==> config.mk <==
export PLATFORM = sky130hd
export DESIGN_NAME = stable_sorted_priority_queue
export DESIGN_NICKNAME = d
export VERILOG_FILES = /design/src/sv/sspq_pkg.sv /design/src/sv/stable_sorted_priority_queue.sv
export SDC_FILE = /design/constraint.sdc
export NUM_CORES = 1
export LEC_CHECK = 0
export BUFFER_PORTS_ARGS = -buffer_cell sky130_fd_sc_hd__buf_2
export CAP_MARGIN = 10
export CORE_ASPECT_RATIO = 1.25
export CORE_MARGIN = 10
export CORE_UTILIZATION = 53
export CTS_BUF_LIST = sky130_fd_sc_hd__clkbuf_8
export CTS_CLUSTER_DIAMETER = 100
export CTS_CLUSTER_SIZE = 25
export DETAILED_ROUTE_END_ITERATION = 16
export GPL_TIMING_DRIVEN = 0
export PLACE_DENSITY = 0.66
export SLEW_MARGIN = 15
export SYNTH_ARGS = -nofsm -noshare
export SYNTH_HDL_FRONTEND = slang
export SYNTH_SLANG_ARGS = --single-unit
==> constraint.sdc <==
create_clock -name clk -period 4.6 [get_ports clk]
set_input_delay 0.92 -clock clk [delete_from_list [all_inputs] [get_ports clk]]
set_output_delay 0.92 -clock clk [all_outputs]
set_load 0.02 [all_outputs]
==> src/sv/sspq_pkg.sv <==
// shared constants, codes and state type of the stable sorted priority queue
`default_nettype none

package sspq_pkg;

	// default sizes of the storage
	localparam int DEF_QUEUE_DEPTH   = 16;
	localparam int DEF_PRIORITY_BITS = 8;
	localparam int DEF_HANDLE_BITS   = 16;

	// fixed widths of the word fields
	localparam int OP_W     = 1;
	localparam int PRI_W    = 8;
	localparam int HND_W    = 16;
	localparam int COUNT_W  = 5;

	// operation codes
	localparam logic [OP_W-1:0] OP_ENQUEUE = 1'b0;
	localparam logic [OP_W-1:0] OP_DEQUEUE = 1'b1;

	typedef enum logic [2:0] {
		ST_IDLE,
		ST_ENQ_RD,
		ST_ENQ_CMP,
		ST_DEQ_RD,
		ST_DEQ_WB,
		ST_DONE
	} state_t;

endpackage

`default_nettype wire

==> src/sv/stable_sorted_priority_queue.sv <==
// stable sorted priority queue with a sequenced single-port sorted store
`default_nettype none

// an enqueue reads and compares each entry that it moves back, and a dequeue reads and moves
//   every stored entry; a refused word goes straight from accept to result
// one word is worked on at a time; the single read and write port of the slot memory
//   and the compare unit set the pace, a read and a write for each moved entry
// reset: arst_n clears the entry count, the sequencer and the result valid;
//   slot memory contents are not cleared, only slots below the count are read
module stable_sorted_priority_queue #(
	parameter int QUEUE_DEPTH   = sspq_pkg::DEF_QUEUE_DEPTH,
	parameter int PRIORITY_BITS = sspq_pkg::DEF_PRIORITY_BITS,
	parameter int HANDLE_BITS   = sspq_pkg::DEF_HANDLE_BITS
) (
	input  wire                             clk,
	input  wire                             arst_n,
	// command channel
	input  wire                             cmd_valid,
	output logic                            cmd_stall,
	input  wire  [sspq_pkg::OP_W-1:0]       operation,
	input  wire  [sspq_pkg::PRI_W-1:0]      entry_priority,
	input  wire  [sspq_pkg::HND_W-1:0]      entry_handle,
	// response channel
	output logic                            rsp_valid,
	input  wire                             rsp_stall,
	output logic                            accepted,
	output logic [sspq_pkg::HND_W-1:0]      out_handle,
	output logic [sspq_pkg::PRI_W-1:0]      out_priority,
	output logic [sspq_pkg::COUNT_W-1:0]    entry_count
);

	import sspq_pkg::*;

	// slot index and entry count widths
	localparam int IDX_W = $clog2(QUEUE_DEPTH);
	localparam int CNT_W = $clog2(QUEUE_DEPTH + 1);
	// one slot holds priority above handle
	localparam int ENT_W = PRIORITY_BITS + HANDLE_BITS;

	// sequencer and control registers
	state_t               state_q, state_d;
	logic [CNT_W-1:0]     count_q;    // stored entries
	logic [CNT_W-1:0]     pos_q;      // walking slot position
	logic [OP_W-1:0]      op_q;
	logic                 ok_q;

	// the word being worked on
	logic [PRIORITY_BITS-1:0] new_pri_q;
	logic [HANDLE_BITS-1:0]   new_hnd_q;
	logic [PRIORITY_BITS-1:0] front_pri_q;
	logic [HANDLE_BITS-1:0]   front_hnd_q;

	// response register
	logic                 rsp_valid_q;
	logic                 rsp_ok_q;
	logic [HND_W-1:0]     rsp_hnd_q;
	logic [PRI_W-1:0]     rsp_pri_q;
	logic [COUNT_W-1:0]   rsp_cnt_q;

	// slot memory, one write and one registered read per cycle
	logic [ENT_W-1:0]     slot_mem [QUEUE_DEPTH];
	logic [ENT_W-1:0]     rd_q;
	logic                 mem_we;
	logic [IDX_W-1:0]     mem_waddr;
	logic [ENT_W-1:0]     mem_wdata;
	logic                 mem_re;
	logic [IDX_W-1:0]     mem_raddr;

	// decoded helpers
	logic                 cmd_take;
	logic                 rsp_load;
	logic [CNT_W-1:0]     pos_dec;
	logic [CNT_W-1:0]     pos_inc;
	logic [PRIORITY_BITS-1:0] rd_pri;
	logic                 shift_back;   // shared compare: stored entry ranks below new one
	logic [CNT_W-1:0]     count_next;

	assign cmd_take   = cmd_valid && !cmd_stall;
	assign rsp_load   = (state_q == ST_DONE) && (!rsp_valid_q || !rsp_stall);
	assign pos_dec    = pos_q - CNT_W'(1);
	assign pos_inc    = pos_q + CNT_W'(1);
	assign rd_pri     = rd_q[ENT_W-1 -: PRIORITY_BITS];
	assign shift_back = rd_pri < new_pri_q;

	// count after the finished word
	always_comb begin
		count_next = count_q;
		if (ok_q) begin
			if (op_q == OP_ENQUEUE) begin
				count_next = count_q + CNT_W'(1);
			end else begin
				count_next = count_q - CNT_W'(1);
			end
		end
	end

	// state register
	always_ff @(posedge clk or negedge arst_n) begin
		if (!arst_n) begin
			state_q <= ST_IDLE;
		end else begin
			state_q <= state_d;
		end
	end

	// next state and memory port control
	always_comb begin
		state_d   = state_q;
		cmd_stall = 1'b1;
		mem_we    = 1'b0;
		mem_waddr = pos_q[IDX_W-1:0];
		mem_wdata = {new_pri_q, new_hnd_q};
		mem_re    = 1'b0;
		mem_raddr = pos_q[IDX_W-1:0];
		case (state_q)
			ST_IDLE: begin
				cmd_stall = 1'b0;
				if (cmd_valid) begin
					if (operation == OP_ENQUEUE) begin
						// full queue refuses the word
						state_d = (count_q == CNT_W'(QUEUE_DEPTH)) ? ST_DONE : ST_ENQ_RD;
					end else begin
						state_d = (count_q == '0) ? ST_DONE : ST_DEQ_RD;
					end
				end
			end
			ST_ENQ_RD: begin
				if (pos_q == '0) begin
					// reached the front, new entry goes to slot zero
					mem_we  = 1'b1;
					state_d = ST_DONE;
				end else begin
					mem_re    = 1'b1;
					mem_raddr = pos_dec[IDX_W-1:0];
					state_d   = ST_ENQ_CMP;
				end
			end
			ST_ENQ_CMP: begin
				mem_we = 1'b1;
				if (shift_back) begin
					// move the lower ranked entry back one slot
					mem_wdata = rd_q;
					state_d   = ST_ENQ_RD;
				end else begin
					state_d = ST_DONE;
				end
			end
			ST_DEQ_RD: begin
				mem_re  = 1'b1;
				state_d = ST_DEQ_WB;
			end
			ST_DEQ_WB: begin
				if (pos_q != '0) begin
					// move entry forward one slot
					mem_we    = 1'b1;
					mem_waddr = pos_dec[IDX_W-1:0];
					mem_wdata = rd_q;
				end
				state_d = (pos_inc == count_q) ? ST_DONE : ST_DEQ_RD;
			end
			ST_DONE: begin
				if (rsp_load) begin
					state_d = ST_IDLE;
				end
			end
			default: begin
				state_d = ST_IDLE;
			end
		endcase
	end

	// control registers
	always_ff @(posedge clk or negedge arst_n) begin
		if (!arst_n) begin
			count_q <= '0;
			pos_q   <= '0;
			op_q    <= OP_ENQUEUE;
			ok_q    <= 1'b0;
		end else begin
			case (state_q)
				ST_IDLE: begin
					if (cmd_take) begin
						op_q <= operation;
						if (operation == OP_ENQUEUE) begin
							ok_q  <= (count_q != CNT_W'(QUEUE_DEPTH));
							pos_q <= count_q;
						end else begin
							ok_q  <= (count_q != '0);
							pos_q <= '0;
						end
					end
				end
				ST_ENQ_CMP: begin
					if (shift_back) begin
						pos_q <= pos_dec;
					end
				end
				ST_DEQ_WB: begin
					pos_q <= pos_inc;
				end
				ST_DONE: begin
					if (rsp_load) begin
						count_q <= count_next;
					end
				end
				default: begin
				end
			endcase
		end
	end

	// word payload and dequeued front entry
	always_ff @(posedge clk) begin
		if (cmd_take) begin
			new_pri_q <= PRIORITY_BITS'(entry_priority);
			new_hnd_q <= HANDLE_BITS'(entry_handle);
		end
		if (state_q == ST_DEQ_WB && pos_q == '0) begin
			front_pri_q <= rd_pri;
			front_hnd_q <= rd_q[HANDLE_BITS-1:0];
		end
	end

	// slot memory
	always_ff @(posedge clk) begin
		if (mem_we) begin
			slot_mem[mem_waddr] <= mem_wdata;
		end
		if (mem_re) begin
			rd_q <= slot_mem[mem_raddr];
		end
	end

	// response register, held while stalled
	always_ff @(posedge clk or negedge arst_n) begin
		if (!arst_n) begin
			rsp_valid_q <= 1'b0;
		end else if (rsp_load) begin
			rsp_valid_q <= 1'b1;
		end else if (!rsp_stall) begin
			rsp_valid_q <= 1'b0;
		end
	end

	always_ff @(posedge clk) begin
		if (rsp_load) begin
			rsp_ok_q  <= ok_q;
			rsp_cnt_q <= COUNT_W'(count_next);
			// only a successful dequeue returns an entry
			if (ok_q && op_q == OP_DEQUEUE) begin
				rsp_hnd_q <= HND_W'(front_hnd_q);
				rsp_pri_q <= PRI_W'(front_pri_q);
			end else begin
				rsp_hnd_q <= '0;
				rsp_pri_q <= '0;
			end
		end
	end

	assign rsp_valid    = rsp_valid_q;
	assign accepted     = rsp_ok_q;
	assign out_handle   = rsp_hnd_q;
	assign out_priority = rsp_pri_q;
	assign entry_count  = rsp_cnt_q;

	// checks
	a_count_bound: assert property (@(posedge clk) disable iff (!arst_n)
		count_q <= CNT_W'(QUEUE_DEPTH))
		else $error("entry count above queue depth");

	a_no_idle_write: assert property (@(posedge clk) disable iff (!arst_n)
		state_q == ST_IDLE |-> !mem_we && !mem_re)
		else $error("slot memory accessed while idle");

	a_rsp_from_done: assert property (@(posedge clk) disable iff (!arst_n)
		$rose(rsp_valid_q) |-> $past(state_q) == ST_DONE)
		else $error("response raised outside the finish step");

	a_cmp_not_front: assert property (@(posedge clk) disable iff (!arst_n)
		state_q == ST_ENQ_CMP |-> pos_q != '0)
		else $error("insert compare at the front slot");

	a_walk_in_range: assert property (@(posedge clk) disable iff (!arst_n)
		(state_q == ST_ENQ_RD || state_q == ST_DEQ_RD) |-> pos_q <= count_q)
		else $error("slot walk beyond the stored entries");

endmodule

`default_nettype wire
**After elaboration in Yosys (flattened, before gate mapping)**

Memories as Yosys holds them, arrays and structs flattened. A register that Yosys moved wholly into a read port is not among the register bits.
Cells that the tools add are included.

- Bits in registers: 94
- RAM bits: 384
- Input bits: 29
- Output and inout bits: 32
- Memories kept: 1

- Add/subtract/negate cells: 4
- Order comparisons: 1
- Eq/ne operators: 13
- Multiplexer cells: 33
- Reductions and logical operators: 17

Memory list:

| name | depth | bits a word | read ports | clocked after Yosys merged registers in | write ports | line | source |
|---|---|---|---|---|---|---|---|
| slot_mem | 16 | 24 | 1 | 1 | 1 | stable_sorted_priority_queue.sv:61 | `logic [ENT_W-1:0] slot_mem [QUEUE_DEPTH];` |

Operator list:

| kind | number |
|---|---|
| 24-bit 2-to-1 mux | 2 |
| 24-bit case mux with 2 select lines | 1 |
| 5-bit 2-to-1 mux | 5 |
| 3-bit 2-to-1 mux | 8 |
| 3-bit case mux with 6 select lines | 1 |
| 4-bit 2-to-1 mux | 4 |
| 5-bit case mux with 3 select lines | 1 |
| 5-bit by 1-bit adder with 5-bit output, second input constant | 2 |
| 5-bit zero test | 2 |
| 5-bit nonzero test | 2 |
| 5-bit by 1-bit subtractor with 5-bit output, second input constant | 2 |
| 1-bit 2-to-1 mux | 9 |
| 8-bit less-than comparator | 1 |
| 2-bit != test, second input constant | 4 |
| 3-bit by 2-bit equality test with 1-bit output, second input constant | 2 |
| 3-bit equality test, second input constant | 2 |
| 2-bit AND reduction | 3 |
| 5-bit equality test | 1 |
| 5-bit equality test, second input constant | 1 |
| 5-bit != test, second input constant | 1 |
| 1-bit logical AND | 4 |
| 3-bit by 1-bit equality test with 1-bit output, second input constant | 1 |
| 3-bit zero test | 1 |
| 1-bit case mux with 3 select lines | 1 |
| other kinds (6) | 7 |

**Logic depth before layout (Yosys ltp)**

- Depth in word-level cells: 5
- Mapped depth: 12
- Gate-level depth less buffers: 7

**Worst setup path after synthesis**

No wires, ideal clock.

- Path kind: register to register
- Start point: reg pos_q[0]
- End point: reg rd_q[0] (read register of slot_mem), enable pin
- Library setup time: 0.440 ns
- Arrival time: 3.607 ns
- Required time: 4.160 ns
- Path slack: 0.552 ns
- Stages on the path, launching flop included: 10
- Path buffers: 4
- Period minus slack after synthesis: 4.048 ns
- Path through: dfrtp_1 buf_4 buf_2 buf_2 inv_1 ha_1 or4b_4 buf_6 nor2_1 nor3b_1

- Word-level cells in the longest chain between the ends: 3
- Elaborated cells on any way between the ends: 6
- Classes of those cells: 1 x add/sub; 4 x mux; 1 x reduce/logical

RTL lines:

| what | line | source |
|---|---|---|
| start: declaration | stable_sorted_priority_queue.sv:43 | `logic [CNT_W-1:0] pos_q;` |
| start signal: assignment | stable_sorted_priority_queue.sv:186 | `pos_q <= count_q;` |
| start signal: assignment | stable_sorted_priority_queue.sv:195 | `pos_q <= pos_dec;` |
| start signal: assignment | stable_sorted_priority_queue.sv:199 | `pos_q <= pos_inc;` |
| 5-bit zero test | stable_sorted_priority_queue.sv:128 | `if (pos_q == '0) begin` |
| 1-bit 2-to-1 mux | stable_sorted_priority_queue.sv:128 |  |
| 1-bit case mux with 2 select lines | stable_sorted_priority_queue.sv:115 | `case (state_q)` |
| via mem_re | stable_sorted_priority_queue.sv:66 | `logic mem_re;` |
| end: declaration | stable_sorted_priority_queue.sv:62 | `logic [ENT_W-1:0] rd_q;` |

The timed path passes the listed nets, and every way through them passes these cells.
A chain may end at the register's enable or synchronous reset.

**Final worst setup path**

- Start point: reg pos_q[0]
- End point: reg rd_q[23] (read register of slot_mem), data pin

- Word-level cells in the longest chain between the ends: 3
- Elaborated cells on any way between the ends: 6
- Classes of those cells: 1 x add/sub; 4 x mux; 1 x reduce/logical

RTL lines:

| what | line |
|---|---|
| 5-bit by 1-bit subtractor with 5-bit output or 5-bit zero test (tied branches) | stable_sorted_priority_queue.sv:80, stable_sorted_priority_queue.sv:128 |
| 4-bit 2-to-1 mux or 1-bit 2-to-1 mux (tied branches) | stable_sorted_priority_queue.sv:128 |
| 4-bit 2-to-1 mux or 1-bit case mux with 2 select lines (tied branches) | stable_sorted_priority_queue.sv:115 |

Parallel ways exist; a longest one is shown, timed or not.

==> results_dict.tcl <==
set metrics [dict create \
    drc 0 \
    synth_top_family_by_area "multiplexers" \
    fp-row-count 85 \
    io_pins 61 \
    ir_drop_v 0.000413 \
    outcome "completed" \
    grt_usage_pct 24.3 \
    post_dp_cell_area_mm2 0.0249 \
    dp_hpwl_mm 45.6 \
    min_period_over_period_pct 96.6 \
    syn_to_final_growth_pct 11.4 \
    dp_cells 2069 \
    synthCells 1423 \
    postRouteAntennaNets 0 \
    worst-path-buf-inv 6 \
    async_flop_share_pct 3.19 \
    final_layout_size_suffix_gt1_share_pct 28.0 \
    final_area_mm2 0.0259 \
    vias 14051 \
    start_util_pct 53.8 \
    fmax_mhz 225 \
    rsz0062_at_grt "no" \
    setup_viol 0 \
    syn-num-nets 1466 \
    cts_tree "built" \
    synthDistinctLibCells 64 \
    insertion_delay_ns 0.66 \
    use_met3_pct 3.73 \
    worstSetupStartpointType "flip-flop" \
    cp_max_fo 10 \
    cp_top_family "buffers and inverters" \
    drtPass1Iterations 5 \
    dpl_worst_slack_ns -0.435 \
    drt-total-wl_mm 64.6 \
    place.gp.congestion 0.865 \
    synth_seq_cells 502 \
    worst_pin_slew_ns 1.27 \
    chipWidth_um 207 \
    synth.avg_cell_area_um2 16.3 \
    critPathMaxStageDelay_ns 0.72 \
    gr-total-overflow 0 \
    synthAdderAreaFrac_pct 0.786 \
    fin_skew_ns 0.0509 \
    netlist.area_leader.share_pct 62.8 \
    slew_viol_final 0 \
    final_common_cell "edfxtp_1" \
    min_period_ns 4.44 \
    mostFrequentLayoutCells "edfxtp_1 (486), nand2_1 (238), mux4_2 (192), a21oi_1 (111), buf_2 (93)" \
    synthTopCellsByArea "edfxtp_1 (63%), mux4_2 (19%), nand2_1 (3.8%)" \
    critPathKind "flip-flop to flip-flop" \
    pwr_density_cell_mw_per_mm2 651 \
    wl_per_cell_um 30.4 \
    p_leak_nw 8.51 \
    clk_pin_slew_worst_paths_ns 0.16 \
    use_met2_pct 42.5 \
    nFillCells 3246 \
    arrival_ns 4.96 \
    synth_xor_area_share_pct 0.565 \
    die_y_um 254 \
    core_area_mm2 0.0432 \
    critical_path_required_ns 5.12 \
    grt_max_degree 34 \
    muxShareOfSynthArea_pct 20.0 \
    yosysWarningCount 0 \
    dieArea_mm2 0.0527 \
    maxCapViolations 0 \
    antenna_cells 0 \
    use_met1_pct 30.1 \
    clock_sinks 502 \
    grt.busiest_layer "met2" \
    h-tree-depth 1 \
    antenna_found_initial 0 \
    crit_path_end_kind "flip-flop" \
    layoutNonFillerInstCount 2124 \
    cts_hold_buf 0 \
    ys_seq_area_share_pct 64.5 \
    synth_edf_count 486 \
    cts_buffers 24 \
    grt_pass1_vias 14001 \
    synth_ff_type "edfxtp_1" \
    layout_setup_ws_ns 0.159 \
    tns_ns 0 \
    finalHoldViolCount 0 \
    cpMaxStageDelayCell "clkbuf_1" \
    worstHoldPathType "input port to async pin" \
    final_util_pct 59.9 \
    cts_buffer_depth 3 \
    fin_nets 1594 \
    yosys.area.top_type "edfxtp_1" \
    grt_pass1_wl_mm 94.9 \
    slew_headroom_pct 15.3 \
    crit_path_cell_trace "buf_4 > clkbuf_4 > buf_2 > inv_1 > ha_1 > or4b_4 > nand2_1 > buf_2 > clkbuf_1 > nand2_1 > a21oi_1 > or4_1" \
    first_iter_violations 1478 \
    vias_per_cell 6.62 \
    synth_compound_area_share_pct 4.10 \
    io_buffers 60 \
    cts-root-buf "clkbuf_8" \
    syn_area_mm2 0.0232 \
    yosys.area_share.simple_pct 7.50 \
]
worst register-to-register path: stages, from the launching register on:
cell and delay, ns:
dfrtp_1 0.50, buf_4 0.25, clkbuf_4 0.28, buf_2 0.28
inv_1 0.21, ha_1 0.24, or4b_4 0.50, nand2_1 0.35
buf_2 0.35, clkbuf_1 0.72, nand2_1 0.11, a21oi_1 0.33
or4_1 0.19
Yosys cell counts, types with 5 or more instances:
cell type,instances
mux4_2,192
nor3b_1,5
clkbuf_1,48
buf_1,9
mux2i_1,27
nand3_1,10
inv_1,32
and3_1,24
edfxtp_1,486
o21ai_0,12
nand2_1,238
a21oi_1,111
buf_2,33
dfrtp_1,16
or4_1,25
ha_1,13
nor2_1,37
xnor2_1,11
buf_6,5
or3_1,5
o31ai_1,5
nor2b_1,5
flip-flops by register name (all words and copies together), names as in the netlist, 8 cells and up:
signal,count
new_pri_q,8
front_hnd_q,16
new_hnd_q,16
slot_mem,384
front_pri_q,8
out_handle,16
rd_q,24
out_priority,8
cells by family after synthesis:
kind of cell	count (synthesis)
flops	502
simple gates	377
mux	223
compound gates	160
buf+inv	132
xor+xnor	15
fa+ha+maj	14
metal layers:
layer | up-vias | share of wire [%] | routed length [um]
met5 | - | 0 | 0
met1 | 7317 | 36 | 23300
li1 | 5857 | - | -
met4 | 0 | 3.8 | 2470
met2 | 758 | 51 | 33200
met3 | 119 | 8.7 | 5590
where the power goes:
group | internal [mW] | switching [mW] | leakage, nW
clock | 0.515 | 1.33 | 0.234
sequential | 6.34 | 0.319 | 4.62
combinational | 3.26 | 5.09 | 3.66
timing repair:
item / CTS / global route
gates resized for setup: 30 / 17
setup buffers: 7 / 14
pin swaps: 5 / 6
endpoints found under the setup margin: 688 / 451
endpoints found under the hold margin: 0 / 0
area by class of cell:
class | count | area (um2) | share of cell area, %
Sequential cell | 502 | 15000 | 57.9
Multi-Input combinational cell | 789 | 8070 | 31.2
Timing Repair Buffer | 102 | 1110 | 4.28
Tap cell | 565 | 707 | 2.73
Buffer | 99 | 478 | 1.85
Clock buffer | 25 | 344 | 1.33
Inverter | 33 | 124 | 0.479
Clock inverter | 9 | 60.1 | 0.232
through the flow:
step	hold slack, ns	power (mW)
CTS	0.154	16.7
floorplan	0.426	11.9
detailed placement	0.446	14.7
global route	0.171	17.6
global placement	0.439	14.4
finish	0.168	16.9
final timing paths:
check                                      from                        end  slack, ns  depth (start not counted)
setup / recovery           pos_q[0]$_DFFE_PN0P_         rd_q[23]$_DFFE_PP_       0.16                         12
hold / removal                           arst_n     state_q[1]$_DFFE_PN0P_       0.17                          1
setup reg to reg           pos_q[0]$_DFFE_PN0P_         rd_q[23]$_DFFE_PP_       0.16                         12
hold reg to reg              rd_q[13]$_DFFE_PP_  front_hnd_q[13]$_DFFE_PP_       0.48                          0
max in group asynchronous                arst_n     count_q[3]$_DFFE_PN0P_       4.13                          1
min in group clk              entry_priority[2]     new_pri_q[2]$_DFFE_PP_       0.42                          1
Note: power is estimated with default switching activity, not from simulation.
